## src/rtl/tcsni_pkg.sv

```systemverilog
// ----------------------------------------------------------------------------
// tcsni_pkg
// shared types and constants of the client hello server name parser
// ----------------------------------------------------------------------------
package tcsni_pkg;

  localparam int SniMaxDefault = 256;
  localparam int PosW = 17;
  localparam logic [PosW-1:0] PosMax = 17'h1FFFF;

  localparam logic [2:0] StOk       = 3'd0;
  localparam logic [2:0] StShort    = 3'd1;
  localparam logic [2:0] StBadHdr   = 3'd2;
  localparam logic [2:0] StTrunc    = 3'd3;
  localparam logic [2:0] StExtLen   = 3'd4;
  localparam logic [2:0] StNameType = 3'd5;
  localparam logic [2:0] StTooLong  = 3'd6;
  localparam logic [2:0] StNone     = 3'd7;

  typedef enum logic [4:0] {
    PH_HDR, PH_SESS, PH_SUITES_HI, PH_SUITES_LO, PH_COMP, PH_EXTLEN_HI,
    PH_EXTLEN_LO, PH_ETYPE_HI, PH_ETYPE_LO, PH_ELEN_HI, PH_ELEN_LO,
    PH_ELEN_HI_SNI, PH_ELEN_LO_SNI, PH_SNILEN_HI, PH_SNILEN_LO, PH_SNITYPE,
    PH_NAMELEN_HI, PH_NAMELEN_LO, PH_NAME, PH_FOUND, PH_IDLE
  } phase_t;

  typedef struct packed {
    logic [7:0] name_byte;
    logic       name_valid;
    logic       done_res;
    logic       found;
    logic [7:0] name_length;
    logic [2:0] status;
  } res_t;

endpackage

```

## src/rtl/tcsni_front.sv

```systemverilog
// ----------------------------------------------------------------------------
// tcsni_front
// per-byte parser: phase tracking, offset checks and result formation
// ----------------------------------------------------------------------------
module tcsni_front #(
  parameter int SNI_MAX = tcsni_pkg::SniMaxDefault
) (
  input  logic               clk,
  input  logic               rst_n,
  input  logic               step,
  input  logic [7:0]         data_byte,
  input  logic               last,
  output tcsni_pkg::res_t    res
);
  localparam int PW = tcsni_pkg::PosW;

  tcsni_pkg::phase_t ph_r, ph_nxt;
  logic [PW-1:0] pos_r, pos_nxt, dl_r, dl_nxt, skip_r, skip_nxt, ee_r, ee_nxt;
  logic [15:0]   acc_r, acc_nxt;
  logic [2:0]    ls_r, ls_nxt, st;
  logic [7:0]    cnl_r, cnl_nxt;

  logic [15:0]   v;
  logic [PW:0]   idx, iv, ib;
  logic          nv;

  always_comb begin
    v   = {acc_r[7:0], data_byte};
    idx = {1'b0, pos_r} + 18'd1;
    iv  = idx + {2'b0, v};
    ib  = idx + {10'b0, data_byte} + 18'd1;
  end

  always_comb begin
    logic         fl;
    logic [2:0]   fc;
    fl = 1'b0;
    fc = tcsni_pkg::StOk;
    ph_nxt = ph_r; dl_nxt = dl_r; skip_nxt = skip_r; ee_nxt = ee_r;
    acc_nxt = acc_r; ls_nxt = ls_r; cnl_nxt = cnl_r; nv = 1'b0;
    if (ph_r == tcsni_pkg::PH_NAME) begin
      nv = 1'b1;
      if (skip_r <= 17'd1) begin
        skip_nxt = '0;
        ph_nxt = tcsni_pkg::PH_FOUND;
      end else begin
        skip_nxt = skip_r - 17'd1;
      end
    end else if (skip_r != '0) begin
      skip_nxt = skip_r - 17'd1;
    end else begin
      case (ph_r)
        tcsni_pkg::PH_HDR: begin
          if (pos_r == 17'd0) begin
            if (data_byte != 8'h16) begin fl = 1'b1; fc = tcsni_pkg::StBadHdr; end
          end else if (pos_r == 17'd1) begin
            if (data_byte < 8'h03) begin fl = 1'b1; fc = tcsni_pkg::StBadHdr; end
          end else if (pos_r == 17'd3) begin
            acc_nxt = {8'b0, data_byte};
          end else if (pos_r == 17'd4) begin
            dl_nxt = {1'b0, v} + 17'd5;
          end else if (pos_r == 17'd5) begin
            if (data_byte != 8'd1) begin fl = 1'b1; fc = tcsni_pkg::StBadHdr; end
            else if (dl_r <= 17'd43) begin fl = 1'b1; fc = tcsni_pkg::StTrunc; end
            else begin skip_nxt = 17'd37; ph_nxt = tcsni_pkg::PH_SESS; end
          end
        end
        tcsni_pkg::PH_SESS, tcsni_pkg::PH_COMP: begin
          if (ib >= {1'b0, dl_r}) begin fl = 1'b1; fc = tcsni_pkg::StTrunc; end
          else begin
            skip_nxt = {9'b0, data_byte};
            ph_nxt = (ph_r == tcsni_pkg::PH_SESS) ? tcsni_pkg::PH_SUITES_HI
                                                  : tcsni_pkg::PH_EXTLEN_HI;
          end
        end
        tcsni_pkg::PH_SUITES_HI, tcsni_pkg::PH_EXTLEN_HI, tcsni_pkg::PH_ETYPE_HI,
        tcsni_pkg::PH_ELEN_HI, tcsni_pkg::PH_ELEN_HI_SNI, tcsni_pkg::PH_SNILEN_HI,
        tcsni_pkg::PH_NAMELEN_HI: begin
          acc_nxt = {8'b0, data_byte};
          ph_nxt = tcsni_pkg::phase_t'(ph_r + 5'd1);
        end
        tcsni_pkg::PH_SUITES_LO: begin
          if (iv >= {1'b0, dl_r}) begin fl = 1'b1; fc = tcsni_pkg::StTrunc; end
          else begin skip_nxt = {1'b0, v}; ph_nxt = tcsni_pkg::PH_COMP; end
        end
        tcsni_pkg::PH_EXTLEN_LO: begin
          if (v == 16'd0 || iv != {1'b0, dl_r}) begin
            fl = 1'b1; fc = tcsni_pkg::StExtLen;
          end else begin
            ee_nxt = iv[PW-1:0];
            if (idx + 18'd1 >= iv) begin fl = 1'b1; fc = tcsni_pkg::StTrunc; end
            else ph_nxt = tcsni_pkg::PH_ETYPE_HI;
          end
        end
        tcsni_pkg::PH_ETYPE_LO: begin
          if (idx + 18'd1 >= {1'b0, ee_r}) begin fl = 1'b1; fc = tcsni_pkg::StTrunc; end
          else ph_nxt = (v == 16'd0) ? tcsni_pkg::PH_ELEN_HI_SNI : tcsni_pkg::PH_ELEN_HI;
        end
        tcsni_pkg::PH_ELEN_LO: begin
          if (iv > {1'b0, ee_r}) begin fl = 1'b1; fc = tcsni_pkg::StTrunc; end
          else if (iv == {1'b0, ee_r}) begin fl = 1'b1; fc = tcsni_pkg::StNone; end
          else if (iv + 18'd1 >= {1'b0, ee_r}) begin fl = 1'b1; fc = tcsni_pkg::StTrunc; end
          else begin skip_nxt = {1'b0, v}; ph_nxt = tcsni_pkg::PH_ETYPE_HI; end
        end
        tcsni_pkg::PH_ELEN_LO_SNI: begin
          if (iv > {1'b0, ee_r} || idx + 18'd1 >= {1'b0, ee_r}) begin
            fl = 1'b1; fc = tcsni_pkg::StTrunc;
          end else ph_nxt = tcsni_pkg::PH_SNILEN_HI;
        end
        tcsni_pkg::PH_SNILEN_LO: begin
          if (iv >= {1'b0, ee_r}) begin fl = 1'b1; fc = tcsni_pkg::StTrunc; end
          else ph_nxt = tcsni_pkg::PH_SNITYPE;
        end
        tcsni_pkg::PH_SNITYPE: begin
          if (data_byte != 8'd0) begin fl = 1'b1; fc = tcsni_pkg::StNameType; end
          else if (idx + 18'd1 >= {1'b0, ee_r}) begin fl = 1'b1; fc = tcsni_pkg::StTrunc; end
          else ph_nxt = tcsni_pkg::PH_NAMELEN_HI;
        end
        tcsni_pkg::PH_NAMELEN_LO: begin
          if (iv >= {1'b0, ee_r}) begin fl = 1'b1; fc = tcsni_pkg::StTrunc; end
          else if ({16'b0, v} >= 32'(SNI_MAX)) begin fl = 1'b1; fc = tcsni_pkg::StTooLong; end
          else begin
            cnl_nxt = v[7:0];
            if (v == 16'd0) ph_nxt = tcsni_pkg::PH_FOUND;
            else begin skip_nxt = {1'b0, v}; ph_nxt = tcsni_pkg::PH_NAME; end
          end
        end
        default: ;
      endcase
      if (fl) begin
        if (ls_r == tcsni_pkg::StOk) ls_nxt = fc;
        ph_nxt = tcsni_pkg::PH_IDLE;
        skip_nxt = '0;
      end
    end
    pos_nxt = (pos_r < tcsni_pkg::PosMax) ? pos_r + 17'd1 : pos_r;

    st = tcsni_pkg::StOk;
    if (last) begin
      if (idx < 18'd6) st = tcsni_pkg::StShort;
      else if (ls_nxt == tcsni_pkg::StBadHdr || idx != {1'b0, dl_nxt})
        st = tcsni_pkg::StBadHdr;
      else if (ls_nxt != tcsni_pkg::StOk) st = ls_nxt;
      else if (ph_nxt == tcsni_pkg::PH_FOUND || ph_nxt == tcsni_pkg::PH_NAME)
        st = tcsni_pkg::StOk;
      else st = tcsni_pkg::StNone;
    end
    res.name_byte   = nv ? data_byte : 8'd0;
    res.name_valid  = nv;
    res.done_res    = last;
    res.found       = last && st == tcsni_pkg::StOk;
    res.name_length = (last && st == tcsni_pkg::StOk) ? cnl_nxt : 8'd0;
    res.status      = st;
  end

  always_ff @(posedge clk) begin
    if (!rst_n || (step && last)) begin
      ph_r <= tcsni_pkg::PH_HDR;
      pos_r <= '0; dl_r <= '0; skip_r <= '0; ee_r <= '0;
      acc_r <= '0; ls_r <= '0; cnl_r <= '0;
    end else if (step) begin
      ph_r <= ph_nxt;
      pos_r <= pos_nxt; dl_r <= dl_nxt; skip_r <= skip_nxt; ee_r <= ee_nxt;
      acc_r <= acc_nxt; ls_r <= ls_nxt; cnl_r <= cnl_nxt;
    end
  end

  a_name_phase: assert property (@(posedge clk) disable iff (!rst_n)
    step && ph_r == tcsni_pkg::PH_NAME |-> res.name_valid)
    else $error("name phase without name flag");
  a_found_ok: assert property (@(posedge clk) disable iff (!rst_n)
    res.found |-> res.done_res && res.status == tcsni_pkg::StOk)
    else $error("found without ok status");
  a_reset_after_last: assert property (@(posedge clk) disable iff (!rst_n)
    step && last |=> pos_r == '0 && ph_r == tcsni_pkg::PH_HDR)
    else $error("state not cleared after last");
endmodule

```

## src/rtl/tcsni_queue.sv

```systemverilog
// ----------------------------------------------------------------------------
// tcsni_queue
// two-entry result queue between parser and output channel
// ----------------------------------------------------------------------------
module tcsni_queue (
  input  logic            clk,
  input  logic            rst_n,
  input  logic            wr,
  input  tcsni_pkg::res_t wdata,
  output logic            space,
  output logic            rvalid,
  input  logic            rd,
  output tcsni_pkg::res_t rdata
);
  tcsni_pkg::res_t mem_r [2];
  logic wp_r, rp_r;
  logic [1:0] cnt_r;

  assign space  = cnt_r != 2'd2;
  assign rvalid = cnt_r != 2'd0;
  assign rdata  = mem_r[rp_r];

  always_ff @(posedge clk) begin
    if (wr) mem_r[wp_r] <= wdata;
  end

  always_ff @(posedge clk) begin
    if (!rst_n) begin
      wp_r <= 1'b0; rp_r <= 1'b0; cnt_r <= 2'd0;
    end else begin
      if (wr) wp_r <= ~wp_r;
      if (rd) rp_r <= ~rp_r;
      cnt_r <= cnt_r + {1'b0, wr} - {1'b0, rd};
    end
  end

  a_no_overflow: assert property (@(posedge clk) disable iff (!rst_n)
    wr |-> space) else $error("queue overflow");
  a_no_underflow: assert property (@(posedge clk) disable iff (!rst_n)
    rd |-> rvalid) else $error("queue underflow");
  a_count: assert property (@(posedge clk) disable iff (!rst_n)
    wr && !rd && cnt_r == 2'd1 |=> !space) else $error("count slip");
endmodule

```

## src/rtl/tls_client_hello_sni_parser.sv

```systemverilog
// ----------------------------------------------------------------------------
// tls_client_hello_sni_parser
// extracts the server name from a tls client hello, one byte per item
// ----------------------------------------------------------------------------
// input channel: in_data_byte, in_last with in_valid / in_ready; one record
// byte per item, in_last on the final byte of the buffer.
// result channel: one item per input item, with out_valid / out_ready.
// host name bytes come back with out_name_valid set; the item for the last
// byte carries out_done_res, out_found, out_name_length and out_status.
// each accepted item is written into a two-entry result queue, which drives
// out_valid. the parser takes one item per cycle while the queue has space;
// counters and offset compares are updated on each accepted byte.
// when out_ready is low the queue fills and in_ready drops after two items;
// nothing is lost. reset (rst_n low, synchronous) empties the queue and
// returns the parser to the record header phase.
// ----------------------------------------------------------------------------
module tls_client_hello_sni_parser #(
  parameter int SNI_MAX = tcsni_pkg::SniMaxDefault
) (
  input  logic       clk,
  input  logic       rst_n,
  input  logic       in_valid,
  output logic       in_ready,
  input  logic [7:0] in_data_byte,
  input  logic       in_last,
  output logic       out_valid,
  input  logic       out_ready,
  output logic [7:0] out_name_byte,
  output logic       out_name_valid,
  output logic       out_done_res,
  output logic       out_found,
  output logic [7:0] out_name_length,
  output logic [2:0] out_status
);
  tcsni_pkg::res_t res, q;
  logic step;

  assign step = in_valid && in_ready;

  tcsni_front #(.SNI_MAX(SNI_MAX)) u_front (
    .clk, .rst_n, .step, .data_byte(in_data_byte), .last(in_last), .res
  );

  tcsni_queue u_queue (
    .clk, .rst_n, .wr(step), .wdata(res), .space(in_ready),
    .rvalid(out_valid), .rd(out_valid && out_ready), .rdata(q)
  );

  assign out_name_byte   = q.name_byte;
  assign out_name_valid  = q.name_valid;
  assign out_done_res    = q.done_res;
  assign out_found       = q.found;
  assign out_name_length = q.name_length;
  assign out_status      = q.status;
endmodule
```

## config.mk

```make
export PLATFORM = sky130hd
export DESIGN_NAME = tls_client_hello_sni_parser
export DESIGN_NICKNAME = d
export VERILOG_FILES = /design/src/rtl/tcsni_pkg.sv /design/src/rtl/tcsni_front.sv /design/src/rtl/tcsni_queue.sv /design/src/rtl/tls_client_hello_sni_parser.sv
export SDC_FILE = /design/constraint.sdc
export NUM_CORES = 1
export LEC_CHECK = 0
export ABC_AREA = 1
export BUFFER_PORTS_ARGS = -buffer_cell sky130_fd_sc_hd__clkbuf_2
export CAP_MARGIN = 25
export CORE_MARGIN = 4
export CORE_UTILIZATION = 65
export CTS_BUF_LIST = sky130_fd_sc_hd__clkbuf_4 sky130_fd_sc_hd__clkbuf_8 sky130_fd_sc_hd__clkbuf_16
export CTS_CLUSTER_DIAMETER = 50
export DETAILED_ROUTE_END_ITERATION = 7
export HOLD_SLACK_MARGIN = 0.1
export PLACE_DENSITY = 0.83
export SLEW_MARGIN = 25
export SYNTH_ARGS = -nofsm -noshare
export SYNTH_HDL_FRONTEND = slang
export SYNTH_SLANG_ARGS = --single-unit
export TNS_END_PERCENT = 20
```

## constraint.sdc

```tcl
create_clock -name clk -period 14.6 [get_ports clk]
set_clock_uncertainty 0.15 [all_clocks]
set_input_delay 2.92 -clock clk [delete_from_list [all_inputs] [get_ports clk]]
set_output_delay 2.92 -clock clk [all_outputs]
set_load 0.05 [all_outputs]
```

; Word level (Yosys, flattened, before mapping)
; Memories as Yosys holds them, arrays and structs flattened. A register that Yosys moved wholly into a read port is not among the register bits.
; Index checks and enable logic that the tools add are counted.
[word_totals]
wordCells = 247
in_bits = 13
n_memories = 1
regBits = 96
ramBits = 44
[classes]
bitwise_logic = 5
muxes = 129
addsub = 12
n_eq_ne = 49
n_lt_le_gt_ge = 13
n_reduce_logical = 27
[mem_list]
columns = name, words, width, read_ports, rd_clocked_by_memory_dff, wr, line
row1 = u_queue.mem_r, 2, 22, 1, 1, 1, tcsni_queue.sv:15  ; tcsni_pkg::res_t mem_r [2];
[op_table]
columns = op, n
row1 = 2-to-1 mux 17 bit, 26
row2 = 2-to-1 mux 5 bit, 25
row3 = greater-or-equal comparator 18 x 17 -> 1 bit, 5
row4 = one-hot mux 17 bit (5 select lines), 1
row5 = 2-to-1 mux 8 bit, 10
row6 = "!= test 5 x 3 -> 1 bit, second input constant", 14
row7 = 2-to-1 mux 3 bit, 22
row8 = one-hot mux 5 bit (11 select lines), 1
row9 = "adder 18 x 1 -> 18 bit, second input constant", 3
row10 = "equality test 5 x 4 -> 1 bit, second input constant", 8
row11 = != test 18 x 17 -> 1 bit, 2
row12 = "equality test 17 x 3 -> 1 bit, second input constant", 2
row13 = 2-to-1 mux 1 bit, 30
row14 = one-hot mux 3 bit (10 select lines), 1
row15 = "equality test 5 bit, second input constant", 5
row16 = 2-to-1 mux 2 bit, 11
row17 = "equality test 5 x 3 -> 1 bit, second input constant", 4
row18 = "adder 17 x 1 -> 18 bit, second input constant", 1
row19 = adder 18 x 16 -> 18 bit, 1
row20 = adder 18 x 8 -> 18 bit, 1
row21 = equality test 18 x 17 -> 1 bit, 1
row22 = greater-or-equal comparator 18 bit, 1
row23 = greater-than comparator 18 x 17 -> 1 bit, 1
row24 = "less-than comparator 18 x 3 -> 1 bit, second input constant", 1
row25 = other kinds (41), 58

; Depth between registers and ports, before layout
[logic_depth]
ltp_word = 24
ltp_mapped = 47

; Hierarchy
; From an unflattened synthesis, not the netlist that was laid out.
[unflattened]
cells_unflattened = 2032
hier_area_um2 = 13753.2
[by_module_without_submodules]
columns = module, area_per_inst_um2, seq_area_each_um2, cells_per_inst, instances
row1 = tcsni_front, 11921.4, 1841.8, 1927, 1
row2 = tcsni_queue, 1816.7, 1421.4, 101, 1
row3 = tls_client_hello_sni_parser, 15.0, 0.0, 4, 1

; Least setup slack after synthesis
; OpenSTA, ideal clock, no wires.
[synth_path]
path_type = input -> register
start = input in_data_byte[0]
end = memory u_queue.mem_r[0][11] (netlist bit) (data pin)
n_path_buf = 0
setup_slack_ns = 7.114
setup_time_ns = 0.260
arrival_time_ns = 7.076
cell_stages = 34
required_time_ns = 14.190
cell_sequence = ha_1 -> fa_1 -> ha_1 -> nand3_1 -> nor3_1 -> nand3_1 -> nor2_1 -> inv_1 -> nor2_1 -> nand3_1 -> xor2_1 -> inv_1 -> ha_1 -> nand2_1 -> nor2_1 -> a211oi_1 -> nand2_1 -> nand2_1 -> nand2_1 -> a21oi_1 -> nand3_2 -> nand2_2 -> inv_2 -> nor2_4 -> nand2_4 -> nand3_1 -> nand2_1 -> nor2_1 -> nand2_1 -> o21bai_2 -> nand2_1 -> nand2_2 -> nand3_4 -> nor2_1
[synth_lines]
columns = element, line
row1 = from (decl), tls_client_hello_sni_parser.sv:24  ; input logic [7:0] in_data_byte,
row2 = to (decl), tcsni_queue.sv:15

==> metrics list <==
- Starting density of the core: 66.31%
- Sequential share of power: 23.1%
* Data arrival time at the worst-slack endpoint: 8390 ps
* Dpl cell area: 0.01390 mm²
* VDD IR-drop max: 0.1250 mV
- Fraction of final layout cells with drive strength greater than 1: 9.069%
* Synth Register Bits: 141
- The largest individual stage delay along the critical path comes from the cell sky130_fd_sc_hd__ha_1.
- Switching Share: 51.17%
- Sinks on the clock net: 141
* Via density per instance: 6.027
- Chip Width: 152.1 µm
- Clock-pin slew was measured on the worst setup and hold paths at 70 ps.
* Via Count: 13860
- Global routing used 36.20% of the available tracks.
- Share of synthesized flip-flops with an asynchronous set or reset: 0%
- Clk_lat worst skew: 450 ps
- The number of clock buffers added by TritonCTS is 17.
* Run status: complete, but fails checks
- Entering global routing, the biggest net connects 40 pins.
- The tool flagged a number of max-cap violations equal to 0.
- Ratio of final minimum period to clock period: 56.68%
* Power density over the cells: 158.6 mW/mm²
* Avg WL per Cell: 18.78 µm
- Last weighted congestion value of the routability-driven placer: 1.033
- Hold Path Cell Cnt: 1
- Area occupied by registers: 0.003263 mm²
- Cell internal power was estimated by the tool at 1121 µW.
- Logic pwr share: 57.5%
- Leading cell type in the layout, fill and taps excluded: sky130_fd_sc_hd__nand2_1
- After clock tree synthesis, the flow added hold-fix buffers numbering 0.
- At the worst endpoint, the required time is 14710 ps.
* Sequential element share of the synthesized area: 24.16%
* Initial antenna violation count: 0
- The longest clock path from root to sink contains 2 buffers.
* Die area: 0.02315 mm²
- Worst Max-Slew Pin Slew: 990.5 ps
* Post-synthesis cell area: 0.01350 mm²
- The final layout contains routed wiring with a total length of 43180 µm.
- For this run, the leading register cell type out of synthesis is sky130_fd_sc_hd__dfxtp_1.
- In this run the tightest slew margin relative to its limit is 33.88%.
- At the end of the flow, the number of nets in the layout was 2174.
- Each instance of the synthesized netlist takes up on average 6.769 µm².
- The analysis attributes to cell leakage a power of 0.007139 µW.
- The first global-routing pass estimated 67630 µm of wire.
- The finished layout holds 2299 standard cells, fillers aside.
- The final reports fail on DRC.
* Share of total power in the clock network: 19.4%
- Max-slew violation count: 0
- Chip Height: 152.1 µm
* Crit Reg-Reg Endpoint: u_queue.mem_r[1][3]
- Element type at the critical path end: flip-flop
- STA classifies the critical path startpoint as an input pin.
- Max Fclk: 120.8 MHz
- The top cell type by area accounts for 14.38% of the synthesized area.
- Of all cell types, the one taking the most synthesized area is sky130_fd_sc_hd__dfxtp_1.
- Violation count after the first detailed-routing iteration: 1802
* Setup total negative slack: 0 ps
- For the worst flop-to-flop path, the logic depth is 38.
- Before antenna repair, the detailed router went through 8 iterations.
- The worst register-to-register path begins at u_front.pos_r[0].
- Summed over all nets, the half-perimeter wirelength after detailed placement is 33650 µm.
* Unrepaired setup endpoints after global routing: no
* Master cell of the clock root buffer: sky130_fd_sc_hd__clkbuf_16
* Max incr delay on CP: 480 ps
- Path type of the worst setup path: in2reg
* EDFF count, synth: 44
* Final critical path time including I/O delays and setup: 8275 ps
* Remaining global-route overflow: 0
- After routing the design area is 0.01448 mm².
* Count of cells resized by post-cts repair: 0
- The area growth from synthesis to layout is 7.208%.
- Input and output buffers added on the ports amount to 36.
* Main area contributors after synthesis: sky130_fd_sc_hd__dfxtp_1, sky130_fd_sc_hd__ha_1, sky130_fd_sc_hd__nand2_1
* Number of antenna repair diodes: 0
* Fill cell count: 1736
- FP Rows: 52
- TritonCTS built the clock tree.
* Deepest level of the CTS H-tree: 4
- Most frequent cells in the layout: sky130_fd_sc_hd__nand2_1, sky130_fd_sc_hd__inv_1, sky130_fd_sc_hd__nor2_1
- HP Class: reg2reg
* Number of distinct library cells after synthesis: 60
- In this run, placement finished with an instance count of 2267.
- Number of nets still failing antenna checks after routing: 0
* Post-CTS setup-driven buffer insertion count: 0
- I/O pin count: 37
- Register-to-register setup slack: 7080 ps
- Total core area: 0.02036 mm²
- For this run, the number of Yosys warnings is 0.
- Mapped Cells: 1995
- Worst Path Max Fanout: 9
- Final hold vios: 0
- Total power for the finished layout comes to 2296 µW.
- Utilization of the core after routing: 71.09%
- The number of global-route vias before repair was 12910.
* Number of remaining DRC errors: 10
- Area taken by multi-input logic gates: 0.008877 mm²
* Setup-violating endpoint count in the final report: 0
- Hold Crit Start: u_queue.rp_r
- Among the stages of the critical path, the cell type that occurs most often is sky130_fd_sc_hd__nand2_1.
- Net Sw Power: 1175 µW
- Endpoint with the worst hold slack: u_queue.rp_r
- When the netlist entered floorplanning its net count stood at 2153.
==> power groups by stage <==
stage	sequential, µW	combinational [µW]	clock [µW]
after floorplan	510	975	0
after global placement	533	1240	0
after detailed placement	536	1280	0
after CTS	528	1290	441
after global routing	537	1460	462
final	531	1320	445
==> routing by layer <==
layer	wire length, µm	GRT usage (%)	up-vias
met5	0	0	-
met4	2013	15.03	0
met3	5181	6.958	137
met2	18330	56.05	818
met1	17650	49.75	6268
li1	-	-	6633
==> worst max-delay path by stage <==
stage | startpoint | end | slack, ps | depth (start not counted)
floorplan | in_data_byte[0] | u_queue.mem_r[0][11] | 7110 | 34
global placement | in_data_byte[0] | u_queue.mem_r[0][3] | 6270 | 35
detailed placement | in_data_byte[0] | u_queue.mem_r[0][3] | 6100 | 35
CTS | in_data_byte[0] | u_queue.mem_r[1][3] | 6410 | 33
global route | in_data_byte[3] | u_queue.mem_r[1][3] | 5840 | 37
finish | in_data_byte[3] | u_queue.mem_r[1][3] | 6320 | 37
==> registers in the layout (all words and copies together), names as in the netlist, named ones only <==
| name | count |
|---|---|
| u_queue.mem_r | 44 |
| u_front.dl_r | 17 |
| u_front.ee_r | 17 |
| u_front.pos_r | 17 |
| u_front.skip_r | 17 |
| u_front.acc_r | 8 |
| u_front.cnl_r | 8 |
| u_front.ph_r | 5 |
| u_front.ls_r | 3 |
| u_queue.cnt_r | 2 |
| u_queue.rp_r | 1 |
| u_queue.wp_r | 1 |
==> critical path, delay by kind of cell <==
| kind | cells | cell delay, ps |
|---|---|---|
| AND/OR/NAND/NOR | 25 | 3200 |
| AO/OA/AOI/OAI | 4 | 950 |
| buffers and inverters | 5 | 430 |
| adder cells (fa/ha/maj) | 2 | 750 |
| XOR/XNOR | 1 | 160 |
==> stage by stage <==
step           setup WS (ps)  hold slack, ps
6_report                6325           319.3
5_1_grt                 5836           350.4
4_1_cts                 6407           318.7
3_5_place_dp            6103           300.4
3_3_place_gp            6271           285.2
2_1_floorplan           7114           275.5
==> kinds of logic (layout without fill, tap and decap cells) <==
group	Yosys count	in the layout	synth area share (%)
mux	30	30	2.428
xor+xnor	78	78	5.059
compound gates	332	332	13.99
fa+ha+maj	145	145	13.55
flops	141	141	24.16
simple gates	910	910	30.58
buf+inv	359	393	10.23
==> cell type report <==
class                   count  share of cell area [%]
flip-flops and latches    141                   22.54
inverters                 319                   8.271
clock inverters            14                  0.9939
clock buffers              18                   2.990
repair buffers             42                   1.556
multi-input cells        1495                   61.32
well taps                 270                   2.333
==> cells in the mapped netlist, types with 4 or more instances <==
cell type and n:
sky130_fd_sc_hd__dfxtp_1 97, sky130_fd_sc_hd__nor2_4 7, sky130_fd_sc_hd__nor2_2 12, sky130_fd_sc_hd__nand3_2 12
sky130_fd_sc_hd__inv_2 10, sky130_fd_sc_hd__nand4_1 30, sky130_fd_sc_hd__a32o_1 9, sky130_fd_sc_hd__nor3_1 41
sky130_fd_sc_hd__xnor2_1 13, sky130_fd_sc_hd__edfxtp_1 44, sky130_fd_sc_hd__nand3b_1 4, sky130_fd_sc_hd__ha_1 143
sky130_fd_sc_hd__buf_4 4, sky130_fd_sc_hd__xor2_1 65, sky130_fd_sc_hd__nor4_1 10, sky130_fd_sc_hd__nor3_2 8
sky130_fd_sc_hd__nand2_1 438, sky130_fd_sc_hd__nor2_1 190, sky130_fd_sc_hd__mux2_2 22, sky130_fd_sc_hd__a21oi_1 138
sky130_fd_sc_hd__nand3_1 117, sky130_fd_sc_hd__o211ai_1 10, sky130_fd_sc_hd__a211oi_1 23, sky130_fd_sc_hd__inv_1 307
sky130_fd_sc_hd__mux2i_1 8, sky130_fd_sc_hd__o21ai_0 116, sky130_fd_sc_hd__clkbuf_1 28, sky130_fd_sc_hd__nand2_2 21
sky130_fd_sc_hd__nand2_4 4, sky130_fd_sc_hd__o21bai_1 7
No activity file was read; power rests on OpenSTA's default activity.
